--- config.mk ---
export PLATFORM = sky130hd
export DESIGN_NAME = floppy_controller_command_step
export DESIGN_NICKNAME = d
export VERILOG_FILES = /design/src/hdl/fdc_pkg.sv /design/src/hdl/floppy_controller_command_step.sv /design/src/hdl/fdc_ctrl.sv /design/src/hdl/fdc_dp.sv
export VERILOG_INCLUDE_DIRS = /design/src /design/src/hdl
export SDC_FILE = /design/constraint.sdc
export NUM_CORES = 1
export LEC_CHECK = 0
export ABC_AREA = 1
export BUFFER_PORTS_ARGS = -buffer_cell sky130_fd_sc_hd__buf_2
export CAP_MARGIN = 10
export CORE_MARGIN = 3
export CORE_UTILIZATION = 30
export CTS_BUF_LIST = sky130_fd_sc_hd__clkbuf_8
export DETAILED_ROUTE_END_ITERATION = 10
export PLACE_DENSITY = 0.46
export SYNTH_ARGS = -nofsm -noshare
export SYNTH_HDL_FRONTEND = slang
export SYNTH_SLANG_ARGS = --single-unit
--- constraint.sdc ---
create_clock -name clk -period 11.1 [get_ports clk]
set_clock_uncertainty 0.1 [all_clocks]
set_input_delay 2.22 -clock clk [delete_from_list [all_inputs] [get_ports clk]]
set_output_delay 2.22 -clock clk [all_outputs]
set_load 0.02 [all_outputs]
--- src/hdl/assert_macros.svh ---
// Assertion macros used by the top level of the floppy controller command step.
`ifndef ASSERT_MACROS_SVH
`define ASSERT_MACROS_SVH

// Same-cycle implication, checked on every clk edge outside reset.
`define FDC_ASSERT_IMPLY(label, ante, cons, msg) \
  label: assert property (@(posedge clk) disable iff (rst) (ante) |-> (cons)) \
    else $error(msg);

// Next-cycle implication, checked on every clk edge outside reset.
`define FDC_ASSERT_NEXT(label, ante, cons, msg) \
  label: assert property (@(posedge clk) disable iff (rst) (ante) |=> (cons)) \
    else $error(msg);

`endif

--- src/hdl/fdc_pkg.sv ---
// Shared types and constants of the floppy controller command step.
package fdc_pkg;

  localparam int DRIVES = 2;
  localparam int CFG_DRIVES = 2;
  localparam int CFG_IDX_W = 3;
  localparam int CFG_DATA_W = 13;

  // Configuration register indexes
  localparam logic [CFG_IDX_W-1:0] CFG_D0_TRACKS = 3'd0;
  localparam logic [CFG_IDX_W-1:0] CFG_D0_SPT    = 3'd1;
  localparam logic [CFG_IDX_W-1:0] CFG_D0_SIDES  = 3'd2;
  localparam logic [CFG_IDX_W-1:0] CFG_D0_SECB   = 3'd3;
  localparam logic [CFG_IDX_W-1:0] CFG_D1_TRACKS = 3'd4;
  localparam logic [CFG_IDX_W-1:0] CFG_D1_SPT    = 3'd5;
  localparam logic [CFG_IDX_W-1:0] CFG_D1_SIDES  = 3'd6;
  localparam logic [CFG_IDX_W-1:0] CFG_D1_SECB   = 3'd7;

  // Reset geometry
  localparam logic [7:0]  RST_TRACKS = 8'd80;
  localparam logic [5:0]  RST_SPT    = 6'd18;
  localparam logic [1:0]  RST_SIDES  = 2'd2;
  localparam logic [12:0] RST_SECB   = 13'd512;

  // Status bit positions
  localparam int ST_TRACK0 = 2;
  localparam int ST_ERROR  = 4;
  localparam int ST_SPIN   = 5;
  localparam int ST_MOTOR  = 7;

  // Command high nibble codes
  localparam logic [3:0] HI_READ_LAST  = 4'h9;
  localparam logic [3:0] HI_XFER_LAST  = 4'hB;
  localparam logic [3:0] HI_FORCE_INT  = 4'hD;

  // Limits of the transfer fields
  localparam logic [29:0] OFFSET_MAX = 30'h0FFF_FFFF;

  // Type I operations (command bits 6:4)
  typedef enum logic [2:0] {
    T1_RESTORE      = 3'd0,
    T1_SEEK         = 3'd1,
    T1_STEP         = 3'd2,
    T1_STEP_UPD     = 3'd3,
    T1_STEP_IN      = 3'd4,
    T1_STEP_IN_UPD  = 3'd5,
    T1_STEP_OUT     = 3'd6,
    T1_STEP_OUT_UPD = 3'd7
  } t1_op_t;

  typedef enum logic [1:0] {
    XFER_NONE  = 2'd0,
    XFER_READ  = 2'd1,
    XFER_WRITE = 2'd2
  } xfer_kind_t;

  localparam logic OP_LOAD_TRACK = 1'b0;

  typedef struct packed {
    logic        op;
    logic [7:0]  command;
    logic [7:0]  data_value;
    logic [7:0]  sector_number;
    logic [2:0]  select_bits;
    logic [7:0]  sector_count;
    logic [23:0] dma_address;
    logic        transfer_ok;
  } in_item_t;

  typedef struct packed {
    logic [7:0]  status;
    logic [7:0]  track_value;
    logic [27:0] byte_offset;
    logic [19:0] transfer_bytes;
    logic [1:0]  transfer_kind;
    logic [23:0] dma_address_out;
    logic [7:0]  sector_count_out;
    logic        dma_done;
    logic        interrupt;
  } out_item_t;

  // Controller to datapath
  typedef struct packed {
    logic load;
    logic mul1;
    logic mul2;
    logic mul3;
    logic commit;
  } dp_cmd_t;

  // Datapath to controller
  typedef struct packed {
    logic needs_mul;
  } dp_stat_t;

endpackage

--- src/hdl/floppy_controller_command_step.sv ---
// Top level of the floppy controller command step: sequencer, datapath, checks.
// Sequence: every accepted item passes S_MUL1 and S_FINISH; items that need the offset
//   (read/write commands on a valid drive) pass S_MUL1, S_MUL2, S_MUL3, S_FINISH for the
//   three-step datapath multiply chain (geometry product and byte count, linear sector, byte offset).
// S_FINISH waits out an output stall; the next item is taken while a result waits.
// Reset (rst, synchronous): geometry 80/18/2/512, heads and track 0, step inward.
`include "assert_macros.svh"

module floppy_controller_command_step (
  input  logic                           clk,
  input  logic                           rst,
  // command items
  input  logic                           in_valid,
  output logic                           in_stall,
  input  fdc_pkg::in_item_t              in_item,
  // result items
  output logic                           out_valid,
  input  logic                           out_stall,
  output fdc_pkg::out_item_t             out_item,
  // geometry configuration
  input  logic                           cfg_we,
  input  logic [fdc_pkg::CFG_IDX_W-1:0]  cfg_index,
  input  logic [fdc_pkg::CFG_DATA_W-1:0] cfg_data
);

  fdc_pkg::dp_cmd_t  dp_cmd;
  fdc_pkg::dp_stat_t dp_stat;

  // Sequencer: owns both handshakes, steps the datapath once per state.
  fdc_ctrl u_ctrl (
    .clk       (clk),
    .rst       (rst),
    .in_valid  (in_valid),
    .in_stall  (in_stall),
    .out_valid (out_valid),
    .out_stall (out_stall),
    .dp_stat   (dp_stat),
    .dp_cmd    (dp_cmd)
  );

  // Datapath: geometry regs, head/track state, offset multiplies, result register.
  fdc_dp u_dp (
    .clk       (clk),
    .rst       (rst),
    .dp_cmd    (dp_cmd),
    .dp_stat   (dp_stat),
    .in_item   (in_item),
    .cfg_we    (cfg_we),
    .cfg_index (cfg_index),
    .cfg_data  (cfg_data),
    .out_item  (out_item)
  );

  // One item in flight: accepting stalls the input until the result is stored.
  `FDC_ASSERT_NEXT(a_busy_after_accept, in_valid && !in_stall, in_stall, "input not stalled after accept")
  // A reported transfer direction always comes with the DMA done bit.
  `FDC_ASSERT_IMPLY(a_kind_has_done, out_valid && (out_item.transfer_kind != fdc_pkg::XFER_NONE), out_item.dma_done, "transfer kind without dma_done")
  // A DMA command that produced no transfer must flag an error.
  `FDC_ASSERT_IMPLY(a_failed_xfer_err, out_valid && out_item.dma_done && (out_item.transfer_kind == fdc_pkg::XFER_NONE), out_item.status[fdc_pkg::ST_ERROR], "failed transfer without error bit")
  // Track loads raise no interrupt and report a clear status.
  `FDC_ASSERT_IMPLY(a_load_quiet, out_valid && !out_item.interrupt, out_item.status == 8'd0, "track load with nonzero status")

endmodule

--- src/hdl/fdc_ctrl.sv ---
// Sequencer of the floppy controller command step: handshakes and datapath steps.
module fdc_ctrl (
  input  logic             clk,
  input  logic             rst,
  input  logic             in_valid,
  output logic             in_stall,
  output logic             out_valid,
  input  logic             out_stall,
  input  fdc_pkg::dp_stat_t dp_stat,
  output fdc_pkg::dp_cmd_t  dp_cmd
);

  typedef enum logic [2:0] {
    S_IDLE,
    S_MUL1,
    S_MUL2,
    S_MUL3,
    S_FINISH
  } state_t;

  state_t state;
  logic   accept;
  logic   out_free;
  logic   commit;

  assign accept   = in_valid && !in_stall;
  assign out_free = !out_valid || !out_stall;
  assign commit   = (state == S_FINISH) && out_free;

  always_comb begin
    dp_cmd        = '0;
    dp_cmd.load   = accept;
    dp_cmd.mul1   = (state == S_MUL1);
    dp_cmd.mul2   = (state == S_MUL2);
    dp_cmd.mul3   = (state == S_MUL3);
    dp_cmd.commit = commit;
  end

  always_ff @(posedge clk) begin
    if (rst) begin
      state     <= S_IDLE;
      in_stall  <= 1'b0;
      out_valid <= 1'b0;
    end else begin
      if (out_valid && !out_stall && !commit) out_valid <= 1'b0;
      unique case (state)
        S_IDLE: begin
          if (accept) begin
            state    <= S_MUL1;
            in_stall <= 1'b1;
          end
        end
        S_MUL1: begin
          state <= dp_stat.needs_mul ? S_MUL2 : S_FINISH;
        end
        S_MUL2: state <= S_MUL3;
        S_MUL3: state <= S_FINISH;
        S_FINISH: begin
          if (commit) begin
            state     <= S_IDLE;
            in_stall  <= 1'b0;
            out_valid <= 1'b1;
          end
        end
        default: state <= S_IDLE;
      endcase
    end
  end

endmodule

--- src/hdl/fdc_dp.sv ---
// Datapath of the floppy controller command step: geometry, head state, offset math.
module fdc_dp (
  input  logic                                clk,
  input  logic                                rst,
  input  fdc_pkg::dp_cmd_t                    dp_cmd,
  output fdc_pkg::dp_stat_t                   dp_stat,
  input  fdc_pkg::in_item_t                   in_item,
  input  logic                                cfg_we,
  input  logic [fdc_pkg::CFG_IDX_W-1:0]       cfg_index,
  input  logic [fdc_pkg::CFG_DATA_W-1:0]      cfg_data,
  output fdc_pkg::out_item_t                  out_item
);

  // geometry registers
  logic [7:0]  cfg_tracks [fdc_pkg::CFG_DRIVES];
  logic [5:0]  cfg_spt    [fdc_pkg::CFG_DRIVES];
  logic [1:0]  cfg_sides  [fdc_pkg::CFG_DRIVES];
  logic [12:0] cfg_secb   [fdc_pkg::CFG_DRIVES];

  // controller state
  logic [7:0]  head_position [fdc_pkg::DRIVES];
  logic [7:0]  track_register;
  logic        step_dir;

  // item and product registers
  fdc_pkg::in_item_t itm;
  logic [7:0]  p_geo;
  logic [20:0] n_bytes;
  logic [12:0] sb_q;
  logic [5:0]  spt_q;
  logic [16:0] lin;
  logic [29:0] off;

  // decode
  logic [2:0]  nsel;
  logic        side;
  logic        drv_found;
  logic        drv_idx;
  logic        drive_ok;
  logic [3:0]  hi;
  logic [7:0]  sec_m1;
  logic [7:0]  head_cur;
  logic [7:0]  tracks_cur;

  assign nsel       = ~itm.select_bits;
  assign side       = nsel[0];
  assign drv_found  = (nsel[2:1] == 2'b01) || (nsel[2:1] == 2'b10);
  assign drv_idx    = nsel[2];
  assign drive_ok   = drv_found && (int'(drv_idx) < fdc_pkg::DRIVES);
  assign hi         = itm.command[7:4];
  assign sec_m1     = itm.sector_number - {7'd0, (itm.sector_number != 8'd0)};
  assign head_cur   = head_position[drv_idx];
  assign tracks_cur = cfg_tracks[drv_idx];

  assign dp_stat.needs_mul = (itm.op != fdc_pkg::OP_LOAD_TRACK) && drive_ok &&
                             itm.command[7] && (hi <= fdc_pkg::HI_XFER_LAST);

  // configuration writes
  always_ff @(posedge clk) begin
    if (rst) begin
      for (int i = 0; i < fdc_pkg::CFG_DRIVES; i++) begin
        cfg_tracks[i] <= fdc_pkg::RST_TRACKS;
        cfg_spt[i]    <= fdc_pkg::RST_SPT;
        cfg_sides[i]  <= fdc_pkg::RST_SIDES;
        cfg_secb[i]   <= fdc_pkg::RST_SECB;
      end
    end else if (cfg_we) begin
      unique case (cfg_index)
        fdc_pkg::CFG_D0_TRACKS: cfg_tracks[0] <= cfg_data[7:0];
        fdc_pkg::CFG_D0_SPT:    cfg_spt[0]    <= cfg_data[5:0];
        fdc_pkg::CFG_D0_SIDES:  cfg_sides[0]  <= cfg_data[1:0];
        fdc_pkg::CFG_D0_SECB:   cfg_secb[0]   <= cfg_data[12:0];
        fdc_pkg::CFG_D1_TRACKS: cfg_tracks[1] <= cfg_data[7:0];
        fdc_pkg::CFG_D1_SPT:    cfg_spt[1]    <= cfg_data[5:0];
        fdc_pkg::CFG_D1_SIDES:  cfg_sides[1]  <= cfg_data[1:0];
        fdc_pkg::CFG_D1_SECB:   cfg_secb[1]   <= cfg_data[12:0];
        default: ;
      endcase
    end
  end

  // offset pipeline: two multipliers in the first step, one in each of the others
  always_ff @(posedge clk) begin
    if (dp_cmd.load) itm <= in_item;
    if (dp_cmd.mul1) begin
      p_geo   <= 8'(cfg_spt[drv_idx] * cfg_sides[drv_idx]);
      n_bytes <= 21'(itm.sector_count * cfg_secb[drv_idx]);
      sb_q    <= cfg_secb[drv_idx];
      spt_q   <= cfg_spt[drv_idx];
    end
    if (dp_cmd.mul2) begin
      lin <= 17'(p_geo * head_cur) + (side ? {11'd0, spt_q} : 17'd0) + {9'd0, sec_m1};
    end
    if (dp_cmd.mul3) off <= 30'(lin * sb_q);
  end

  // Type I head motion
  logic [7:0]        step_in;
  logic [7:0]        step_out;
  logic signed [9:0] seek_sum;
  logic [7:0]        seek_head;
  logic [7:0]        head_next;
  logic [7:0]        track_next;
  logic              dir_next;
  logic              head_we;
  logic              xfer_valid;
  fdc_pkg::out_item_t res;

  assign step_in  = (head_cur < tracks_cur) ? head_cur + 8'd1 : head_cur;
  assign step_out = (head_cur != 8'd0) ? head_cur - 8'd1 : head_cur;
  assign seek_sum = $signed({2'b00, head_cur}) + $signed({2'b00, itm.data_value}) -
                    $signed({2'b00, track_register});
  assign seek_head = (seek_sum[9] || (seek_sum[8:0] >= {1'b0, tracks_cur})) ?
                     8'd0 : seek_sum[7:0];
  assign xfer_valid = (itm.sector_number != 8'd0) && (off <= fdc_pkg::OFFSET_MAX) &&
                      !n_bytes[20];

  always_comb begin
    head_next  = head_cur;
    track_next = track_register;
    dir_next   = step_dir;
    head_we    = 1'b0;
    res                  = '0;
    res.dma_address_out  = itm.dma_address;
    res.sector_count_out = itm.sector_count;
    res.interrupt        = 1'b1;
    res.transfer_kind    = fdc_pkg::XFER_NONE;

    if (itm.op == fdc_pkg::OP_LOAD_TRACK) begin
      track_next    = itm.data_value;
      res.interrupt = 1'b0;
    end else if (!itm.command[7]) begin
      if (drive_ok) begin
        head_we = 1'b1;
        unique case (fdc_pkg::t1_op_t'(itm.command[6:4]))
          fdc_pkg::T1_RESTORE: begin
            head_next  = 8'd0;
            track_next = 8'd0;
          end
          fdc_pkg::T1_SEEK: begin
            head_next  = seek_head;
            track_next = itm.data_value;
          end
          fdc_pkg::T1_STEP_UPD: begin
            head_next  = step_dir ? step_in : step_out;
            track_next = step_dir ? track_register + 8'd1 : track_register - 8'd1;
          end
          fdc_pkg::T1_STEP: head_next = step_dir ? step_in : step_out;
          fdc_pkg::T1_STEP_IN_UPD: begin
            head_next  = step_in;
            track_next = track_register + 8'd1;
            dir_next   = 1'b1;
          end
          fdc_pkg::T1_STEP_IN: begin
            head_next = step_in;
            dir_next  = 1'b1;
          end
          fdc_pkg::T1_STEP_OUT_UPD: begin
            head_next  = step_out;
            track_next = track_register - 8'd1;
            dir_next   = 1'b0;
          end
          fdc_pkg::T1_STEP_OUT: begin
            head_next = step_out;
            dir_next  = 1'b0;
          end
          default: ;
        endcase
        res.status[fdc_pkg::ST_TRACK0] = (head_next == 8'd0);
        res.status[fdc_pkg::ST_ERROR]  = (head_next != track_next) && itm.command[2];
        res.status[fdc_pkg::ST_SPIN]   = 1'b1;
      end else begin
        res.status[fdc_pkg::ST_ERROR] = 1'b1;
      end
    end else if (hi == fdc_pkg::HI_FORCE_INT) begin
      res.status = '0;
    end else if (drive_ok) begin
      if (hi <= fdc_pkg::HI_XFER_LAST) begin
        res.dma_done = 1'b1;
        if (!xfer_valid) begin
          res.status[fdc_pkg::ST_ERROR] = 1'b1;
        end else begin
          res.byte_offset    = off[27:0];
          res.transfer_bytes = n_bytes[19:0];
          res.transfer_kind  = (hi <= fdc_pkg::HI_READ_LAST) ? fdc_pkg::XFER_READ :
                                                               fdc_pkg::XFER_WRITE;
          if (itm.transfer_ok) begin
            res.dma_address_out  = itm.dma_address + {4'd0, n_bytes[19:0]};
            res.sector_count_out = 8'd0;
          end else begin
            res.status[fdc_pkg::ST_ERROR] = 1'b1;
          end
        end
      end else begin
        res.status[fdc_pkg::ST_ERROR] = 1'b1;
      end
      if (head_cur != track_register) res.status[fdc_pkg::ST_ERROR] = 1'b1;
    end else begin
      res.status[fdc_pkg::ST_ERROR] = 1'b1;
    end

    if (itm.op != fdc_pkg::OP_LOAD_TRACK) res.status[fdc_pkg::ST_MOTOR] = 1'b1;
    res.track_value = track_next;
  end

  // controller state and result register
  always_ff @(posedge clk) begin
    if (rst) begin
      for (int i = 0; i < fdc_pkg::DRIVES; i++) head_position[i] <= 8'd0;
      track_register <= 8'd0;
      step_dir       <= 1'b1;
    end else if (dp_cmd.commit) begin
      track_register <= track_next;
      step_dir       <= dir_next;
      if (head_we) head_position[drv_idx] <= head_next;
    end
  end

  always_ff @(posedge clk) begin
    if (dp_cmd.commit) out_item <= res;
  end

endmodule
* Word-level counts from Yosys, hierarchy flattened
Memory sizes are Yosys's and may differ from the RTL's. Index checks and enable logic that the tools add are counted.
Storage, ports and cells: flip-flop bits (word level) 270, bits in writable memories 74, logic and storage cells 232, memories 5
Cells by class: add/subtract/negate cells 10, multipliers 4, magnitude comparators 5, equality and inequality tests 25, multiplexer cells 100, bitwise logic cells 14, reduce and logical (&&, ||, !) cells 37
Memories:
- u_dp.cfg_secb | depth 2, bits a word 13, rd ports 1, clocked after memory_dff 0, write ports 2, RTL line fdc_dp.sv:18 | logic [12:0] cfg_secb [fdc_pkg::CFG_DRIVES];
- u_dp.cfg_tracks | depth 2, bits a word 8, rd ports 1, clocked after memory_dff 0, write ports 2, RTL line fdc_dp.sv:15 | logic [7:0] cfg_tracks [fdc_pkg::CFG_DRIVES];
- u_dp.head_position | depth 2, bits a word 8, rd ports 1, clocked after memory_dff 0, write ports 2, RTL line fdc_dp.sv:21 | logic [7:0] head_position [fdc_pkg::DRIVES];
- u_dp.cfg_spt | depth 2, bits a word 6, rd ports 1, clocked after memory_dff 0, write ports 2, RTL line fdc_dp.sv:16 | logic [5:0] cfg_spt [fdc_pkg::CFG_DRIVES];
- u_dp.cfg_sides | depth 2, bits a word 2, rd ports 1, clocked after memory_dff 0, write ports 2, RTL line fdc_dp.sv:17 | logic [1:0] cfg_sides [fdc_pkg::CFG_DRIVES];
Operator list (number):
- two-way mux 33 bit | 5
- two-way mux 8 bit | 20
- case mux 8 bit (5 select lines) | 2
- two-way mux 32 bit | 2
- two-way mux 1 bit | 57
- less-or-equal comparator 30 x 28 -> 1 bit (second input constant) | 1
- multiplier 17 x 13 -> 30 bit | 1
- equality test 3 bit (second input constant) | 9
- two-way mux 13 bit | 2
- adder 24 x 20 -> 24 bit | 1
- multiplier 8 x 13 -> 21 bit | 1
- equality test 3 x 2 -> 1 bit (second input constant) | 6
- two-way mux 6 bit | 3
- adder 16 x 17 -> 17 bit | 1
- adder 17 x 8 -> 17 bit | 1
- adder 8 x 1 -> 8 bit (second input constant) | 2
- multiplier 8 x 8 -> 16 bit | 1
- inequality test 8 bit | 2
- nonzero test 8 bit | 2
- subtractor 8 x 1 -> 8 bit (second input constant) | 2
- case mux 3 bit (5 select lines) | 1
- logical AND 1 bit | 10
- subtractor 10 x 9 -> 10 bit | 1
- adder 8 x 8 -> 9 bit | 1
- other kinds (29) | 61

* Longest topological paths before layout
An unclocked memory read counts as a cell.
depth after elaboration 15, depth in mapped cells 38, depth with buffers taken out 37

* Cells and area by module
A second synthesis with hierarchy kept.
Second synthesis, totals: cell total of the unflattened synthesis 3079, area total of the unflattened synthesis 28562.4 um2
By module, submodules not included:
- fdc_dp | times used 1, cells an instance 3042, area an instance 28288.4 um2, seq. area each 9879.5 um2
- fdc_ctrl | times used 1, cells an instance 37, area an instance 274.0 um2, seq. area each 100.1 um2

* Worst setup path before layout
Ideal clock, no wire load.
kind in2reg, start input port out_stall, end register u_dp.step_dir, library setup time 132 ps, data arrival time 8334 ps, data required time 10868 ps, slack 2534 ps, cell stages on the path 6, cells stage by stage nand2_1 inv_1 nor2_1 clkinv_1 nor3_1 o211ai_1
Between the ends: cells in the longest elaborated chain, start to end 4
RTL lines:
- start: declaration | RTL line floppy_controller_command_step.sv:18 | input logic out_stall,
- zero test 1 bit | RTL line fdc_ctrl.sv:27 | assign out_free = !out_valid || !out_stall;
- logical OR 1 bit | RTL line fdc_ctrl.sv:27
- logical AND 1 bit | RTL line fdc_ctrl.sv:28 | assign commit = (state == S_FINISH) && out_free;
- named net u_ctrl.commit | RTL line fdc_ctrl.sv:24 | logic commit;
- AND reduction 5 bit (no source line)
- end signal: assignment | RTL line fdc_dp.sv:214 | step_dir <= dir_next;
- end: declaration | RTL line fdc_dp.sv:23 | logic step_dir;
The timed path passes the listed nets, and every way through them passes these cells. A chain may end at the register's enable or synchronous reset.

* Final worst setup path
start register u_dp.itm[35] in the netlist's numbering, end register u_dp.n_bytes[20] (data pin)
Between the ends: cells in the longest elaborated chain, start to end 3
RTL lines:
- start: declaration | RTL line fdc_dp.sv:26 | fdc_pkg::in_item_t itm;
- start signal: assignment | RTL line fdc_dp.sv:84 | if (dp_cmd.load) itm <= in_item;
- NOT 3 bit | RTL line fdc_dp.sv:45 | assign nsel = ~itm.select_bits;
- memory read (2 x 13 bit)
- multiplier 8 x 13 -> 21 bit | RTL line fdc_dp.sv:87 | n_bytes <= 21'(itm.sector_count * cfg_secb[drv_idx]);
- end signal: assignment | RTL line fdc_dp.sv:87
- end: declaration | RTL line fdc_dp.sv:28 | logic [20:0] n_bytes;
Every way passes these cells.

==> impl_metrics.json <==
{
  "outcome": "completed",
  "start_util_pct": 30.4,
  "cp_slowest_cell": "fa_1",
  "synth_cell_types": 56,
  "fin_util_pct": 34.1,
  "async_flop_share_pct": 0,
  "drv_cap": 0,
  "avgSynthCellArea_sq_um": 9.30,
  "rrSetupSlack_ns": 4.36,
  "power_per_cell_area_mw_per_mm2": 287,
  "cts_tree": "yes",
  "vias": 19900,
  "finalWirelength_microns": 74000,
  "netlist_instances": 3059,
  "holdPathStages": 2,
  "cts_made_buffers": 66,
  "clock_sinks": 337,
  "final_nets": 3836,
  "boundaryPins": 184,
  "worst_path_largest_cell_delay_ns": 0.50,
  "yosys-top-cells-count": "641 x inv_1, 609 x nand2_1, 323 x edfxtp_1",
  "path_buf_inv": 8,
  "finalSetupViolations": 0,
  "critPathMostFrequentCell": "inv_1",
  "ant_nets": 0,
  "maxSlewHeadroom_pct": 32.5,
  "area_delta_synth_final_pct": 12.4,
  "finalCritPeriodShare_pct": 60.7,
  "stdcell_area_sq_mm": 0.0320,
  "cts-resized-gates": 0,
  "maxSlewViolCount": 0,
  "leakagePower_nw": 15.5,
  "first_global_vias": 20700,
  "drt_pass1_iterations": 6,
  "reg2reg_to": "u_dp.n_bytes[20]",
  "hp-start": "u_ctrl.out_valid",
  "crit_fanout": 42,
  "hold_buffers": 0,
  "grtUsageTotal_pct": 15.3,
  "critPathRequiredTime_ns": 11.42,
  "worst_pin_slew_ns": 1.00,
  "fillers": 9824,
  "die-height_microns": 314,
  "yosys.area.top_type_share_pct": 34.1,
  "routabilityCongestion": 0.827,
  "place_area_sq_mm": 0.0307,
  "crit_path_start_kind": "flip-flop",
  "timing.fmax_ghz": 0.148,
  "r2r_start": "u_dp.itm[35]",
  "hold_violations": 0,
  "drc": 0,
  "synth_edf_count": 323,
  "core_sq_mm": 0.0936,
  "portBuffers": 176,
  "clkLatencyLatePin_ns": 0.67,
  "fin_crit_ns": 6.74,
  "postCtsSetupBuffers": 0,
  "syn-cell-area_sq_mm": 0.0284,
  "post-synth-top-count-cell": "inv_1",
  "grt_first_pass_wirelength_microns": 117000,
  "tns_ns": 0,
  "critPathKind": "reg -> reg",
  "drive_above_1_share_pct": 10.9,
  "worst_r2r_path_depth": 25,
  "rsz0062_at_grt": "no",
  "grt_max_degree": 68,
  "synth_flop_cell": "edfxtp_1",
  "yosysWarnings": 0,
  "cts_buffer_depth": 3,
  "antenna_found_initial": 6,
  "hold_class": "reg -> reg",
  "htreeDepth": 3,
  "first_iter_violations": 1085,
  "vias_per_cell": 4.38,
  "dp_hpwl_microns": 58800,
  "yosys.area.top_type": "edfxtp_1",
  "holdPathEnd": "u_ctrl.out_valid",
  "cp.arrival_ns": 7.06,
  "rows": 112,
  "synth-seq-cells": 337,
  "dieArea_sq_mm": 0.0985,
  "synth_seq_area_share_pct": 35.1,
  "cts.reportedPaths.clkPinSlew_ns": 0.06,
  "synthTopCellsByArea": "edfxtp_1 34%, fa_1 20%, ha_1 10%, inv_1 8.5%, nand2_1 8.0%",
  "cts_root_buffer": "clkbuf_8",
  "ir_worst_vdd_mv": 0.213,
  "cpLargestDelayFamily": "adder cells",
  "endpoint_kind": "flip-flop",
  "wire_per_inst_microns": 16.3,
  "dieWidth_microns": 314,
  "gr-total-overflow": 0
}
-- sequential cells by signal, indices dropped and copies added (netlist names) --
signal / cells
u_dp.cfg_tracks: 16
u_dp.track_register: 8
u_ctrl.out_valid: 1
u_ctrl.in_stall: 1
u_dp.n_bytes: 21
u_dp.sb_q: 13
u_dp.off: 30
u_dp.hi: 4
u_dp.spt_q: 6
u_dp.cfg_spt: 12
u_dp.cfg_sides: 4
u_dp.step_dir: 1
u_dp.out_item: 96
u_dp.cfg_secb: 26
u_dp.p_geo: 8
u_dp.head_position: 16
u_dp.itm: 54
u_ctrl.state: 3
u_dp.lin: 17
-- through the flow --
stage / power, mW / worst slack, ns / hold WS [ns] / std cells
after floorplan: 6.46 / 2.53 / 0.406 / 3062
after global placement: 8.12 / 4.31 / 0.429 / 4425
after detailed placement: 8.15 / 4.32 / 0.424 / 4425
after CTS: 9.39 / 4.31 / 0.432 / 4539
after global routing: 10.3 / 3.77 / 0.459 / 4549
final: 9.18 / 4.36 / 0.416 / 4549
-- area by class of cell --
class / count / area [sq um] / area share [%]
clock buffers: 68 / 936 / 2.93
repair buffers: 198 / 1050 / 3.27
multi-input cells: 1979 / 15700 / 49.1
clock inverters: 46 / 264 / 0.826
flip-flops and latches: 337 / 9980 / 31.2
diodes: 10 / 25.0 / 0.0783
well taps: 1254 / 1570 / 4.91
inverters: 657 / 2470 / 7.71
-- logic make-up after synthesis --
logic type               Yosys count  share of synthesized area, %
adder cells (fa/ha/maj)          515                          30.1
AO/OA/AOI/OAI                    276                          5.41
flip-flops                       337                          35.1
multiplexers                      10                         0.352
XOR/XNOR                         109                          3.36
buffers and inverters            746                          10.0
AND/OR/NAND/NOR                 1065                          15.7
other                              1                        0.0132
-- report_power, final --
group | internal [mW] | leakage, nW | switching (mW)
logic | 2.30 | 11.7 | 3.67
registers | 1.89 | 3.14 | 0.154
clock network | 0.615 | 0.663 | 0.550
total | 4.80 | 15.5 | 4.37
-- worst max-delay path by stage --
| stage | slack (ns) | cells past startpoint | end | from |
|---|---|---|---|---|
| after floorplan | 2.53 | 6 | u_dp.step_dir | out_stall |
| after global placement | 4.31 | 28 | u_dp.lin[16] | u_dp.itm[35] |
| after detailed placement | 4.32 | 28 | u_dp.lin[15] | u_dp.itm[35] |
| after CTS | 4.31 | 28 | u_dp.lin[15] | u_dp.itm[35] |
| final | 4.36 | 25 | u_dp.n_bytes[20] | u_dp.itm[35] |
| after global routing | 3.77 | 25 | u_dp.n_bytes[20] | u_dp.itm[35] |
-- per-layer routing --
layer	vias up	global-route usage [%]	part of all wire (%)
met2	315	26.8	50
met3	89	2.59	3.7
met5	-	0	0
met1	9581	19.6	45
met4	0	3.77	2.1
li1	9936	-	-
-- cells in the final DEF (no fill, tap or decap), types with 76 or more instances in the layout --
cell and instances:
a21oi_1 122, buf_2 176, edfxtp_1 323, fa_1 283, ha_1 232, inv_1 655
nand2_1 608, nand3_1 76, nor2_1 269, o21ai_0 89, xor2_1 80
-- worst register-to-register path, cell delays in order (launching register included) --
cell,delay (ns)
edfxtp_1,0.31
buf_4,0.47
inv_2,0.41
or2_2,0.38
o21ai_1,0.48
inv_1,0.23
nand2_1,0.14
fa_1,0.44
fa_1,0.50
inv_1,0.05
fa_1,0.49
inv_1,0.06
fa_1,0.48
inv_1,0.04
ha_1,0.32
a21oi_1,0.12
o21ai_1,0.22
nand3_1,0.10
nand2_1,0.11
nand3_1,0.07
nand2_1,0.09
inv_1,0.05
o21ai_1,0.23
inv_1,0.07
o21ai_1,0.17
xor2_1,0.39
(Power assumes the default switching activity.)
